--- config.mk ---
export PLATFORM = sky130hd
export DESIGN_NAME = pid_drive_with_anti_windup_top_flat
export DESIGN_NICKNAME = d
export VERILOG_FILES = /design/src/hdl/pidaw_pkg.sv /design/src/hdl/pidaw_if.sv /design/src/hdl/pidaw_cfg.sv /design/src/hdl/pidaw_mult.sv /design/src/hdl/pidaw_integ.sv /design/src/hdl/pidaw_clamp.sv /design/src/hdl/pid_drive_with_anti_windup_top.sv /design/src/flat_wrapper.sv
export SDC_FILE = /design/constraint.sdc
export NUM_CORES = 2
export LEC_CHECK = 0
export BUFFER_PORTS_ARGS = -buffer_cell sky130_fd_sc_hd__buf_2
export CORE_MARGIN = 5
export CORE_UTILIZATION = 60
export CTS_CLUSTER_DIAMETER = 150
export DETAILED_ROUTE_END_ITERATION = 12
export PLACE_DENSITY = 0.9
export SLEW_MARGIN = 40
export SYNTH_ARGS = -nofsm -noshare
export SYNTH_HDL_FRONTEND = slang
export SYNTH_SLANG_ARGS = --single-unit
--- constraint.sdc ---
create_clock -name clk -period 9.4 [get_ports clk]
set_clock_uncertainty 0.05 [all_clocks]
set_input_delay 0.94 -clock clk [delete_from_list [all_inputs] [get_ports clk]]
set_output_delay 0.94 -clock clk [all_outputs]
set_load 0.01 [all_outputs]
--- src/hdl/pidaw_pkg.sv ---
// pidaw_pkg: shared types and constants for the PID drive block.
// No dependencies; imported by every module of the block.
package pidaw_pkg;

  // Configuration register indexes
  localparam int CFG_IDX_BITS = 3;
  typedef enum logic [CFG_IDX_BITS-1:0] {
    CFG_SETPOINT    = 3'd0,
    CFG_P_GAIN      = 3'd1,
    CFG_I_GAIN      = 3'd2,
    CFG_D_GAIN      = 3'd3,
    CFG_DRIVE_LIMIT = 3'd4
  } cfg_idx_t;

  // Reset values, sliced to the configured widths by the register file
  localparam logic [31:0] RST_SETPOINT    = 32'd150;
  localparam logic [31:0] RST_P_GAIN      = 32'd256;
  localparam logic [31:0] RST_I_GAIN      = 32'd128;
  localparam logic [31:0] RST_D_GAIN      = 32'd0;
  localparam logic [31:0] RST_DRIVE_LIMIT = 32'd2700;

  // Per-stage pipeline control: global advance plus the stage's incoming valid
  typedef struct packed {
    logic adv;
    logic vld;
  } stage_ctl_t;

endpackage

--- src/hdl/pidaw_if.sv ---
// pidaw_in_if / pidaw_out_if: valid/ready channels of the PID drive block.
// No dependencies.
interface pidaw_in_if #(
  parameter int SAMPLE_BITS = 12
);
  logic                   valid;
  logic                   ready;
  logic [SAMPLE_BITS-1:0] feedback;

  modport source (output valid, output feedback, input ready);
  modport sink   (input valid, input feedback, output ready);
endinterface

interface pidaw_out_if #(
  parameter int SAMPLE_BITS = 12
);
  logic                        valid;
  logic                        ready;
  logic [SAMPLE_BITS-1:0]      drive;
  logic signed [SAMPLE_BITS:0] error_value;

  modport source (output valid, output drive, output error_value, input ready);
  modport sink   (input valid, input drive, input error_value, output ready);
endinterface

--- src/hdl/pidaw_cfg.sv ---
// pidaw_cfg: configuration register file (setpoint, gains, drive limit).
// Depends on pidaw_pkg.
module pidaw_cfg #(
  parameter int S = 12,
  parameter int F = 8
) (
  input  logic                                 clk,
  input  logic                                 rst_n,
  input  logic                                 cfg_we,
  input  logic [pidaw_pkg::CFG_IDX_BITS-1:0]   cfg_index,
  input  logic [S+F-1:0]                       cfg_data,
  output logic [S-1:0]                         setpoint,
  output logic [S+F-1:0]                       p_gain,
  output logic [S+F-1:0]                       i_gain,
  output logic [S+F-1:0]                       d_gain,
  output logic [S-1:0]                         drive_limit
);
  import pidaw_pkg::*;

  localparam int G = S + F;

  logic [S-1:0] setpoint_r;
  logic [G-1:0] p_gain_r;
  logic [G-1:0] i_gain_r;
  logic [G-1:0] d_gain_r;
  logic [S-1:0] limit_r;

  always_ff @(posedge clk) begin
    if (!rst_n) begin
      setpoint_r <= RST_SETPOINT[S-1:0];
      p_gain_r   <= RST_P_GAIN[G-1:0];
      i_gain_r   <= RST_I_GAIN[G-1:0];
      d_gain_r   <= RST_D_GAIN[G-1:0];
      limit_r    <= RST_DRIVE_LIMIT[S-1:0];
    end else if (cfg_we) begin
      unique case (cfg_idx_t'(cfg_index))
        CFG_SETPOINT:    setpoint_r <= cfg_data[S-1:0];
        CFG_P_GAIN:      p_gain_r   <= cfg_data;
        CFG_I_GAIN:      i_gain_r   <= cfg_data;
        CFG_D_GAIN:      d_gain_r   <= cfg_data;
        CFG_DRIVE_LIMIT: limit_r    <= cfg_data[S-1:0];
        default: ;  // unused indexes are ignored
      endcase
    end
  end

  assign setpoint    = setpoint_r;
  assign p_gain      = p_gain_r;
  assign i_gain      = i_gain_r;
  assign d_gain      = d_gain_r;
  assign drive_limit = limit_r;

endmodule

--- src/hdl/pidaw_mult.sv ---
// pidaw_mult: sample register, error, error delta and the three gain products.
// Depends on pidaw_pkg.
module pidaw_mult #(
  parameter int S = 12,
  parameter int F = 8
) (
  input  logic                            clk,
  input  logic                            rst_n,
  input  pidaw_pkg::stage_ctl_t           ctl,       // vld = input item accepted
  input  logic [S-1:0]                    feedback,
  input  logic [S-1:0]                    setpoint,
  input  logic [S+F-1:0]                  p_gain,
  input  logic [S+F-1:0]                  i_gain,
  input  logic [S+F-1:0]                  d_gain,
  output logic                            vld,
  output logic signed [S:0]               err,
  output logic signed [2*S+F+1:0]         p_prod,
  output logic signed [2*S+F+1:0]         i_prod,
  output logic signed [2*S+F+2:0]         d_prod
);
  import pidaw_pkg::*;

  localparam int G  = S + F;
  localparam int E  = S + 1;
  localparam int D  = S + 2;
  localparam int PW = G + S + 2;
  localparam int DW = G + S + 3;

  logic                 v1_r;
  logic [S-1:0]         fb_r;
  logic                 v2_r;
  logic signed [E-1:0]  err_r;
  logic signed [E-1:0]  last_err_r;
  logic signed [PW-1:0] p_r;
  logic signed [PW-1:0] i_r;
  logic signed [DW-1:0] d_r;

  logic signed [E-1:0]  err_c;
  logic signed [D-1:0]  derr_c;

  assign err_c  = $signed({1'b0, setpoint}) - $signed({1'b0, fb_r});
  assign derr_c = $signed({err_c[E-1], err_c}) - $signed({last_err_r[E-1], last_err_r});

  always_ff @(posedge clk) begin
    if (!rst_n) begin
      v1_r       <= 1'b0;
      v2_r       <= 1'b0;
      last_err_r <= '0;
    end else if (ctl.adv) begin
      v1_r <= ctl.vld;
      v2_r <= v1_r;
      if (v1_r) last_err_r <= err_c;
    end
  end

  always_ff @(posedge clk) begin
    if (ctl.adv) begin
      fb_r  <= feedback;
      err_r <= err_c;
      p_r   <= $signed({1'b0, p_gain}) * err_c;
      i_r   <= $signed({1'b0, i_gain}) * err_c;
      d_r   <= $signed({1'b0, d_gain}) * derr_c;
    end
  end

  assign vld    = v2_r;
  assign err    = err_r;
  assign p_prod = p_r;
  assign i_prod = i_r;
  assign d_prod = d_r;

endmodule

--- src/hdl/pidaw_integ.sv ---
// pidaw_integ: clamped integral accumulator and the P+D partial sum.
// Depends on pidaw_pkg.
module pidaw_integ #(
  parameter int S = 12,
  parameter int F = 8
) (
  input  logic                            clk,
  input  logic                            rst_n,
  input  pidaw_pkg::stage_ctl_t           ctl,
  input  logic signed [S:0]               err,
  input  logic signed [2*S+F+1:0]         p_prod,
  input  logic signed [2*S+F+1:0]         i_prod,
  input  logic signed [2*S+F+2:0]         d_prod,
  input  logic [S-1:0]                    drive_limit,
  output logic                            vld,
  output logic signed [S:0]               err_q,
  output logic [S+F-1:0]                  acc_q,
  output logic signed [2*S+F+4:0]         pd_q
);
  import pidaw_pkg::*;

  localparam int G  = S + F;
  localparam int E  = S + 1;
  localparam int SW = G + S + 5;

  logic                 v3_r;
  logic [G-1:0]         integ_r;
  logic [G-1:0]         integ_nxt;
  logic [G-1:0]         acc_r;
  logic signed [SW-1:0] pd_r;
  logic signed [E-1:0]  err_r;

  logic [G-1:0]         lim_q;
  logic signed [SW-1:0] acc_full;

  assign lim_q    = {drive_limit, {F{1'b0}}};
  assign acc_full = $signed({{(SW-G){1'b0}}, integ_r}) + SW'(i_prod);

  // anti-windup: hold the integral inside [0, drive_limit]
  always_comb begin
    if (acc_full > $signed({{(SW-G){1'b0}}, lim_q})) begin
      integ_nxt = lim_q;
    end else if (acc_full < 0) begin
      integ_nxt = '0;
    end else begin
      integ_nxt = acc_full[G-1:0];
    end
  end

  always_ff @(posedge clk) begin
    if (!rst_n) begin
      v3_r    <= 1'b0;
      integ_r <= '0;
    end else if (ctl.adv) begin
      v3_r <= ctl.vld;
      if (ctl.vld) integ_r <= integ_nxt;
    end
  end

  always_ff @(posedge clk) begin
    if (ctl.adv) begin
      acc_r <= integ_nxt;
      pd_r  <= SW'(p_prod) + SW'(d_prod);
      err_r <= err;
    end
  end

  assign vld   = v3_r;
  assign err_q = err_r;
  assign acc_q = acc_r;
  assign pd_q  = pd_r;

endmodule

--- src/hdl/pidaw_clamp.sv ---
// pidaw_clamp: final sum, truncation and drive clamp into the result register.
// Depends on pidaw_pkg.
module pidaw_clamp #(
  parameter int S = 12,
  parameter int F = 8
) (
  input  logic                            clk,
  input  logic                            rst_n,
  input  pidaw_pkg::stage_ctl_t           ctl,
  input  logic signed [S:0]               err,
  input  logic [S+F-1:0]                  acc,
  input  logic signed [2*S+F+4:0]         pd,
  input  logic [S-1:0]                    drive_limit,
  output logic                            vld,
  output logic [S-1:0]                    drive,
  output logic signed [S:0]               error_value
);
  import pidaw_pkg::*;

  localparam int G  = S + F;
  localparam int E  = S + 1;
  localparam int SW = G + S + 5;
  localparam int QW = SW - F;

  logic                 vo_r;
  logic [S-1:0]         drive_r;
  logic [S-1:0]         drive_nxt;
  logic signed [E-1:0]  err_r;

  logic signed [SW-1:0] sum;
  logic [QW-1:0]        whole;

  assign sum   = pd + $signed({{(SW-G){1'b0}}, acc});
  assign whole = sum[SW-1:F];

  always_comb begin
    if (sum <= 0) begin
      drive_nxt = '0;
    end else if (whole > {{(QW-S){1'b0}}, drive_limit}) begin
      drive_nxt = drive_limit;
    end else begin
      drive_nxt = whole[S-1:0];
    end
  end

  always_ff @(posedge clk) begin
    if (!rst_n) begin
      vo_r <= 1'b0;
    end else if (ctl.adv) begin
      vo_r <= ctl.vld;
    end
  end

  always_ff @(posedge clk) begin
    if (ctl.adv) begin
      drive_r <= drive_nxt;
      err_r   <= err;
    end
  end

  assign vld         = vo_r;
  assign drive       = drive_r;
  assign error_value = err_r;

endmodule

--- src/hdl/pid_drive_with_anti_windup_top.sv ---
// pid_drive_with_anti_windup_top: PID drive with clamped integral, top level.
// Depends on pidaw_pkg, pidaw_if, pidaw_cfg, pidaw_mult, pidaw_integ, pidaw_clamp.
//
//   channel  | direction | payload
//   ---------+-----------+-------------------------------------------
//   in_ch    | sink      | feedback [S-1:0]
//   out_ch   | source    | drive [S-1:0], error_value [S:0] signed
//   cfg_*    | write     | cfg_index selects register, cfg_data value
//
// One item per cycle unless a result is held; an accepted item passes every stage.
// Four registered stages (sample, products, integral, result) advance together;
// the integral update closes its loop inside the integral stage.
// A result held by out_ch.ready low stalls every stage and drops in_ch.ready.
// Reset (rst_n low, synchronous) empties the pipeline, zeros the integral and
// last error, and restores the register defaults.
module pid_drive_with_anti_windup_top #(
  parameter int SAMPLE_BITS    = 12,
  parameter int GAIN_FRAC_BITS = 8
) (
  input  logic                                         clk,
  input  logic                                         rst_n,
  pidaw_in_if.sink                                     in_ch,
  pidaw_out_if.source                                  out_ch,
  input  logic                                         cfg_we,
  input  logic [pidaw_pkg::CFG_IDX_BITS-1:0]           cfg_index,
  input  logic [SAMPLE_BITS+GAIN_FRAC_BITS-1:0]        cfg_data
);
  import pidaw_pkg::*;

  localparam int S  = SAMPLE_BITS;
  localparam int F  = GAIN_FRAC_BITS;
  localparam int G  = S + F;
  localparam int PW = G + S + 2;
  localparam int DW = G + S + 3;
  localparam int SW = G + S + 5;

  logic [S-1:0] setpoint;
  logic [G-1:0] p_gain;
  logic [G-1:0] i_gain;
  logic [G-1:0] d_gain;
  logic [S-1:0] drive_limit;

  logic                 adv;
  logic                 v2;
  logic                 v3;
  logic                 vo;
  logic signed [S:0]    err2;
  logic signed [PW-1:0] p_prod;
  logic signed [PW-1:0] i_prod;
  logic signed [DW-1:0] d_prod;
  logic signed [S:0]    err3;
  logic [G-1:0]         acc3;
  logic signed [SW-1:0] pd3;

  stage_ctl_t ctl_mult;
  stage_ctl_t ctl_integ;
  stage_ctl_t ctl_clamp;

  // whole pipeline moves unless a finished result is waiting
  assign adv         = !vo || out_ch.ready;
  assign in_ch.ready = adv;

  assign ctl_mult  = '{adv: adv, vld: in_ch.valid};
  assign ctl_integ = '{adv: adv, vld: v2};
  assign ctl_clamp = '{adv: adv, vld: v3};

  pidaw_cfg #(.S(S), .F(F)) u_cfg (
    .clk         (clk),
    .rst_n       (rst_n),
    .cfg_we      (cfg_we),
    .cfg_index   (cfg_index),
    .cfg_data    (cfg_data),
    .setpoint    (setpoint),
    .p_gain      (p_gain),
    .i_gain      (i_gain),
    .d_gain      (d_gain),
    .drive_limit (drive_limit)
  );

  pidaw_mult #(.S(S), .F(F)) u_mult (
    .clk      (clk),
    .rst_n    (rst_n),
    .ctl      (ctl_mult),
    .feedback (in_ch.feedback),
    .setpoint (setpoint),
    .p_gain   (p_gain),
    .i_gain   (i_gain),
    .d_gain   (d_gain),
    .vld      (v2),
    .err      (err2),
    .p_prod   (p_prod),
    .i_prod   (i_prod),
    .d_prod   (d_prod)
  );

  pidaw_integ #(.S(S), .F(F)) u_integ (
    .clk         (clk),
    .rst_n       (rst_n),
    .ctl         (ctl_integ),
    .err         (err2),
    .p_prod      (p_prod),
    .i_prod      (i_prod),
    .d_prod      (d_prod),
    .drive_limit (drive_limit),
    .vld         (v3),
    .err_q       (err3),
    .acc_q       (acc3),
    .pd_q        (pd3)
  );

  pidaw_clamp #(.S(S), .F(F)) u_clamp (
    .clk         (clk),
    .rst_n       (rst_n),
    .ctl         (ctl_clamp),
    .err         (err3),
    .acc         (acc3),
    .pd          (pd3),
    .drive_limit (drive_limit),
    .vld         (vo),
    .drive       (out_ch.drive),
    .error_value (out_ch.error_value)
  );

  assign out_ch.valid = vo;

endmodule

--- src/flat_wrapper.sv ---
// flat-port wrapper written by rule: the top's interface ports become plain ports
module pid_drive_with_anti_windup_top_flat import pidaw_pkg::*;
#(
  parameter int SAMPLE_BITS    = 12,
  parameter int GAIN_FRAC_BITS = 8
)
  (clk, rst_n, cfg_we, cfg_index, cfg_data, in_ch_valid, in_ch_feedback, in_ch_ready, out_ch_valid, out_ch_drive, out_ch_error_value, out_ch_ready);
  pidaw_in_if #(.SAMPLE_BITS(SAMPLE_BITS)) in_ch_i ();
  pidaw_out_if #(.SAMPLE_BITS(SAMPLE_BITS)) out_ch_i ();
  input  logic clk;
  input  logic rst_n;
  input  logic cfg_we;
  input  logic [pidaw_pkg::CFG_IDX_BITS-1:0] cfg_index;
  input  logic [SAMPLE_BITS+GAIN_FRAC_BITS-1:0] cfg_data;
  input wire logic [$bits(in_ch_i.valid)-1:0] in_ch_valid;
  input wire logic [$bits(in_ch_i.feedback)-1:0] in_ch_feedback;
  output wire logic [$bits(in_ch_i.ready)-1:0] in_ch_ready;
  output wire logic [$bits(out_ch_i.valid)-1:0] out_ch_valid;
  output wire logic [$bits(out_ch_i.drive)-1:0] out_ch_drive;
  output wire logic [$bits(out_ch_i.error_value)-1:0] out_ch_error_value;
  input wire logic [$bits(out_ch_i.ready)-1:0] out_ch_ready;
  assign in_ch_i.valid = in_ch_valid;
  assign in_ch_i.feedback = in_ch_feedback;
  assign in_ch_ready = in_ch_i.ready;
  assign out_ch_valid = out_ch_i.valid;
  assign out_ch_drive = out_ch_i.drive;
  assign out_ch_error_value = out_ch_i.error_value;
  assign out_ch_i.ready = out_ch_ready;
  pid_drive_with_anti_windup_top #(.SAMPLE_BITS(SAMPLE_BITS), .GAIN_FRAC_BITS(GAIN_FRAC_BITS)) u_core (.clk(clk), .rst_n(rst_n), .in_ch(in_ch_i), .out_ch(out_ch_i), .cfg_we(cfg_we), .cfg_index(cfg_index), .cfg_data(cfg_data));
endmodule
=== Yosys cells after proc, flatten, opt, wreduce, memory -nomap -nowiden ===
Index checks and enable logic that the tools add are counted.

* Add/subtract/negate cells: 5
* $mul: 3
* $lt $le $gt $ge: 4
* Equality and inequality tests: 4
* Muxes and demuxes: 3
* Reduce and logical (&&, ||, !) cells: 10

{| class="wikitable"
|+ Operators with widths
! operator !! number
|-
| multiplier 21 x 13 -> 34 bit || 2
|-
| two-way mux 20 bit || 2
|-
| adder 37 x 21 -> 37 bit || 1
|-
| > comparator 37 x 21 -> 1 bit || 1
|-
| <= comparator 37 x 1 -> 1 bit, second input constant || 1
|-
| less-than comparator 37 x 1 -> 1 bit, second input constant || 1
|-
| adder 34 x 35 -> 36 bit || 1
|-
| adder 21 x 34 -> 35 bit || 1
|-
| multiplier 21 x 14 -> 35 bit || 1
|-
| > comparator 29 x 12 -> 1 bit || 1
|-
| AND reduction 2 bit || 7
|-
| subtractor 13 x 13 -> 14 bit || 1
|-
| subtractor 12 x 12 -> 13 bit || 1
|-
| two-way mux 12 bit || 1
|-
| equality test 3 x 2 -> 1 bit, second input constant || 2
|-
| equality test 3 x 1 -> 1 bit, second input constant || 1
|-
| equality test 3 bit, second input constant || 1
|-
| logical NOT 3 bit || 1
|-
| logical NOT 1 bit || 1
|-
| logical OR 1 bit || 1
|}

* Register bits: 344
* Input bits: 40
* Output and inout port bits: 27
* Logic and storage cells: 50

=== Logic depth before layout (Yosys ltp) ===
* Word-level depth: 4
* Gate-level depth with buffers: 43
* Gate-level depth less buffers: 41

=== By module ===
A second synthesis with hierarchy kept.

* Cells, all modules: 4,929
* Area total of the unflattened synthesis: 46,100.5 um2

{| class="wikitable"
|+ Modules (own cells, without submodules)
! module !! instances !! cells each !! area each (um2) !! sequential area each (um2)
|-
| pidaw_mult || 1 || 3,496 || 32,736.4 || 4,144.0
|-
| pidaw_integ || 1 || 735 || 6,762.7 || 2,492.4
|-
| pidaw_clamp || 1 || 391 || 3,445.8 || 770.7
|-
| pidaw_cfg || 1 || 306 || 3,149.3 || 1,681.6
|-
| pid_drive_with_anti_windup_top || 1 || 1 || 6.3 || 0.0
|}

=== Least setup slack after synthesis ===
OpenSTA, ideal clock, no wires.

* Kind: register -> register
* Start point: register u_core.u_mult.fb_r[0]
* End point: register u_core.u_mult.d_r[33] (netlist: u_core.u_mult.d_prod[33]), data pin
* Setup time: 258 ps
* Arrival time: 9,454 ps
* Data required time: 9,092 ps
* Slack: -362 ps
* Cell stages (with the launch flop): 37
* Path buffers: 2
* Clock period less this slack: 9,762 ps
* Cell sequence: edfxtp_1 -> ha_1 -> fa_1 -> clkinv_1 -> clkbuf_1 -> fa_1 -> a21o_1 -> a21oi_1 -> o21ai_0 -> a21oi_1 -> o21ai_0 -> a21oi_1 -> o21bai_1 -> a2111oi_0 -> or3_1 -> clkbuf_1 -> mux2_2 -> fa_1 -> fa_1 -> inv_1 -> fa_1 -> fa_1 -> fa_1 -> inv_1 -> fa_1 -> inv_1 -> ha_1 -> a21o_1 -> a21oi_1 -> nor2_1 -> a211oi_1 -> a31oi_1 -> o31a_1 -> a2111oi_0 -> o21bai_1 -> a31oi_1 -> xnor2_1

* Word-level cells in the longest chain between the ends: 3

{| class="wikitable"
|+ RTL lines
! element !! line !! RTL
|-
| start: declaration || pidaw_mult.sv:30 || <nowiki>logic [S-1:0] fb_r;</nowiki>
|-
| start signal: assignment || pidaw_mult.sv:58 || <nowiki>fb_r <= feedback;</nowiki>
|-
| subtractor 12 x 12 -> 13 bit || pidaw_mult.sv:41 || <nowiki>assign err_c = $signed({1'b0, setpoint}) - $signed({1'b0, fb_r});</nowiki>
|-
| via u_core.u_mult.err_c[1] || pidaw_mult.sv:38 || <nowiki>logic signed [E-1:0] err_c;</nowiki>
|-
| subtractor 13 x 13 -> 14 bit || pidaw_mult.sv:42 || <nowiki>assign derr_c = $signed({err_c[E-1], err_c}) - $signed({last_err_r[E-1], last_err_r});</nowiki>
|-
| multiplier 21 x 14 -> 35 bit || pidaw_mult.sv:62 || <nowiki>d_r <= $signed({1'b0, d_gain}) * derr_c;</nowiki>
|-
| end signal: assignment || pidaw_mult.sv:62 ||
|-
| end: declaration || pidaw_mult.sv:36 || <nowiki>logic signed [DW-1:0] d_r;</nowiki>
|}

The timed path passes the listed nets, and every way through them passes these cells.
A chain may end at the register's enable or synchronous reset.

=== Final worst setup path ===
* Start point: register u_core.u_mult.fb_r[0]
* End point: register u_core.u_mult.d_r[33] (netlist: u_core.u_mult.d_prod[33]), data pin

* Word-level cells in the longest chain between the ends: 3

{| class="wikitable"
|+ RTL lines
! element !! line
|-
| subtractor 12 x 12 -> 13 bit || pidaw_mult.sv:41
|-
| subtractor 13 x 13 -> 14 bit || pidaw_mult.sv:42
|-
| multiplier 21 x 14 -> 35 bit || pidaw_mult.sv:62
|}

No other way between the ends.

==> Flow_metrics.wiki <==
{| class="wikitable"
! Metric !! Value
|-
| Result of the run || finished with violations
|-
| Violated checks || negative setup slack
|-
| Min-Delay Path Class || flip-flop to flip-flop
|-
| Number of cells after detailed placement || 5740
|-
| Total clock buffers created by CTS || 40
|-
| Crit path DAT || 9.74 ns
|-
| CP Data Required Time || between 9 and 10 ns
|-
| Share of post-route cells with drive strength above 1 || 8.58%
|-
| Startpoint of the worst-slack reg-to-reg timing path || u_core.u_mult.fb_r[0]$_DFFE_PN_
|-
| Total Die Area || 80500 µm²
|-
| PD cells || 200 nW/µm²
|-
| GR Util All Layers || 29.5%
|-
| Via count of the first global-routing pass || 37500
|-
| Final setup violation count || 1
|-
| Master of the slowest instance on the critical path || fa_1
|-
| Number of synthesis warnings || 0
|-
| Post-synthesis share of cell area spent on and, or, nand and nor gates || 16.9%
|-
| Global placer's final weighted congestion || 0.983
|-
| Number of flip-flops and latches in the synthesized netlist || 343
|-
| Post-route setup slack || -0.0688 ns
|-
| Number of max-slew violations in the final report || 0
|-
| Number of flops mapped to enable cells by yosys || 222
|-
| RSZ-0062 raised after global routing || yes
|-
| Vias || roughly 36000
|-
| Clock tree from TritonCTS || done
|-
| Share of flip-flops with an asynchronous set or reset || 0%
|-
| GRT Residual Overflow || 0
|-
| Clock period minus worst slack || between 9 and 10 ns
|-
| Fraction of synthesized cell area taken by the top area cell type || 27.4%
|-
| Clock Tree Buf Depth || 3
|-
| Yosys top cell by area || fa_1
|-
| Area occupied by multi-input gates || about 33000 µm²
|-
| Num ports || 67
|-
| Count of cell types in the netlist || around 100
|-
| Worst R2R End || u_core.u_mult.d_prod[33]$_DFFE_PN_
|-
| Largest vdd supply drop || 0.198 mV
|-
| Starting density of the core || 60.4%
|-
| Wire length per cell after detailed routing || roughly 21 µm
|-
| Reg2Reg Setup Slack || -0.07 ns
|-
| WHS Endpoint || u_core.u_integ.err_q[5]$_DFFE_PN_
|-
| Hold Path Cell Cnt || 0
|-
| Vias per cell || 6.19
|-
| Insertion delay of the later-clocked pin in the worst-skew pair || 0.61 ns
|-
| # rows || 100
|-
| Net total in the final layout || roughly 6000
|-
| Delay of the slowest critical-path stage || 0.54 ns
|-
| Hold buffer count at cts || 0
|-
| Clock H-tree levels || 2
|-
| Average size of a mapped cell || 9.30 µm²
|-
| Most common library cell in the layout ignoring fill and taps || nand2_1
|-
| Count of placed standard cells in the final layout, fillers left out || 5844
|-
| Total nets after synthesis || about 6000
|-
| Die span in x || around 280 µm
|-
| Overall power consumption || 0.00975 W
|-
| Cell area after synthesis || 45000 µm²
|-
| Initial antenna violation count || 8
|-
| Dominant combinational cell family by area after synthesis || adder cells
|-
| XOR/XNOR Fraction of Synth Area || 3.00%
|-
| Largest cells by area after synthesis || fa_1 (27%), edfxtp_1 (15%), ha_1 (13%), inv_1 (6.1%), nand2_1 (6.0%)
|-
| Largest net degree at the start of global routing || 96
|-
| IO Port Bufs || 66
|-
| Clock-pin slew of the registers on the worst-case setup and hold paths || 0.06 ns
|-
| Multiplexer area fraction after synthesis || 1.11%
|-
| Wire length after detailed routing || 122000 µm
|-
| Number of instances in the synthesized netlist || about 4800
|-
| Number of maximum-capacitance constraint violations || 0
|-
| R2R cell count || 41
|-
| Startpoint kind of the worst setup timing path || flip-flop
|-
| Arithmetic-cell share of the synthesized area counting full adders, half adders and majority gates || just over 40%
|-
| Final hold vios || 0
|-
| HPWL Detailed || about 90000 µm
|-
| Sequential cell area || approximately 9100 µm²
|-
| Actual slew at the worst max-slew pin || 0.958 ns
|-
| Sequential element share of the synthesized area || 20.2%
|-
| Clock root buffer master || clkbuf_16
|-
| Worst-path fanout max || 6
|-
| Sort of element at the end of the critical path || flip-flop
|-
| Sink Count || 343
|-
| Height of the chip || roughly 280 µm
|-
| Fillers || about 5300
|-
| Final instance area || 48800 µm²
|-
| Area grow syn2layout || 8.46%
|-
| Hold wc startpoint || u_core.u_mult.err[5]$_DFFE_PN_
|-
| DRC violation total after the first TritonRoute iteration || 3905
|-
| Period utilisation layout || 101%
|-
| Global-route wire length before repair || 193000 µm
|-
| Remaining design rule violation count || 0
|-
| Critical Setup Path Class || flip-flop to flip-flop
|-
| Complex-gate fraction of the synthesized area || between 10% and 20%
|-
| Placed cell areas || 46500 µm²
|-
| Cell leakage power || 22.5 nW
|-
| Synth Flop Type || edfxtp_1
|-
| Core region area || 74400 µm²
|-
| ANT nets after route || 0
|-
| Worst slew slack as a fraction of its limit || a little over a third
|-
| Setup TNS Final || -0.0688 ns
|-
| Leading cell types in the layout, fill and taps excluded || nand2_1 (721), inv_1 (715), fa_1 (612)
|-
| Count of TritonRoute iterations in the first routing pass || 6
|-
| Cell repeated most along the worst path || fa_1
|-
| Peak Freq || roughly 110 MHz
|}
[worst max-delay path: cells and delay by family (launching register included)]
family                     cells  cell delay (ns)
AOI/OAI and AO/OA             13             2.25
xor gates and xnor gates       1             0.11
adders and majority gates     10             4.21
buffers and inverters          9             0.79
DFF                            1             0.42
muxes                          1             0.17
and+or+nand+nor                7             1.15
[metrics by stage]
stage               util (%)  setup WS, ns  hold slack, ns
floorplan                  -       0.00857           0.350
global placement        62.4        -0.211           0.352
detailed placement      62.4        -0.444           0.355
CTS                     64.6       0.00473           0.368
global route            65.5        -0.313           0.370
finish                  65.5       -0.0688           0.367
[synthesized netlist by cell type, drive strengths merged, types with 8 or more instances]
master   count
inv        725
nand2      722
fa         615
ha         466
edfxtp     222
clkbuf     217
and2       202
a21oi      154
nor2       137
nand3      134
o21ai      130
dfxtp      121
xnor2      108
a21boi      95
nor2b       88
nand2b      74
a21o        61
and3        55
o21a        48
xor2        46
nor3        44
mux2i       34
a211oi      31
nand4       31
o211ai      30
o21bai      25
a31oi       19
o31ai       18
or3         18
mux2        14
buf         13
o31a        12
or2         10
and4         9
a2111oi      8
nor4         8
or4          8
[layout make-up]
| class | instances | area share, % |
|---|---|---|
| antenna | 1 | 0.00513 |
| clock buffer | 54 | 2.42 |
| clock inverter | 20 | 0.559 |
| inverter | 726 | 5.60 |
| multi-input combinational | 3539 | 67.4 |
| sequential | 343 | 18.6 |
| tap | 969 | 2.49 |
| timing repair buffer | 192 | 2.90 |
[flip-flops by register name (all words and copies together), names as in the netlist, 12 cells and up]
register	count
u_core.u_clamp.error_value	13
u_core.u_mult.i_prod	34
u_core.u_cfg.p_gain	20
u_core.u_mult.err	13
u_core.u_integ.acc_q	20
u_core.u_mult.p_prod	34
u_core.u_cfg.setpoint	12
u_core.u_cfg.d_gain	20
u_core.u_cfg.i_gain	20
u_core.u_mult.d_prod	35
u_core.u_integ.integ_r	20
u_core.u_integ.err_q	13
u_core.u_clamp.drive	12
u_core.u_integ.pd_q	36
u_core.u_mult.fb_r	12
u_core.u_cfg.drive_limit	12
u_core.u_mult.last_err_r	13
[worst max-delay path by stage]
stage                                          startpoint                                  to  slack [ns]
global route              u_core.u_mult.fb_r[0]$_DFFE_PN_  u_core.u_mult.d_prod[33]$_DFFE_PN_       -0.31
finish                    u_core.u_mult.fb_r[0]$_DFFE_PN_  u_core.u_mult.d_prod[33]$_DFFE_PN_       -0.07
floorplan                 u_core.u_mult.fb_r[0]$_DFFE_PN_  u_core.u_mult.d_prod[33]$_DFFE_PN_       0.009
global placement    u_core.u_cfg.setpoint[0]$_SDFFE_PN0P_  u_core.u_mult.d_prod[34]$_DFFE_PN_       -0.21
CTS                 u_core.u_cfg.setpoint[0]$_SDFFE_PN0P_  u_core.u_mult.d_prod[33]$_DFFE_PN_       0.005
detailed placement        u_core.u_mult.fb_r[2]$_DFFE_PN_  u_core.u_mult.d_prod[34]$_DFFE_PN_       -0.44
[metal layers]
metal	wire, µm	share of wire [%]	GRT usage (%)	up-vias
met5	74	0.060	0	-
met4	7940	6.5	15.7	12
met3	12500	10	5.71	551
met2	57200	47	48.3	2194
met1	44800	37	37.2	17600
li1	-	-	-	15800
[kinds of logic after synthesis]
group           Yosys count
fa+ha+maj              1081
mux                      48
xor+xnor                154
simple gates           1567
flops                   343
compound gates          689
buf+inv                 957
[timing repair]
action	4_1_cts	5_1_grt
endpoints found under the setup margin	15	22
pin swaps	26	60
cloned	0	1
setup buffers	5	23
resized for setup	44	101
[report_power, final]
group,switching [W],internal (W)
Sequential,0.000245,0.00212
Clock,0.000711,0.000987
Combinational,0.00342,0.00227
Note: power is estimated with default switching activity, not from simulation.
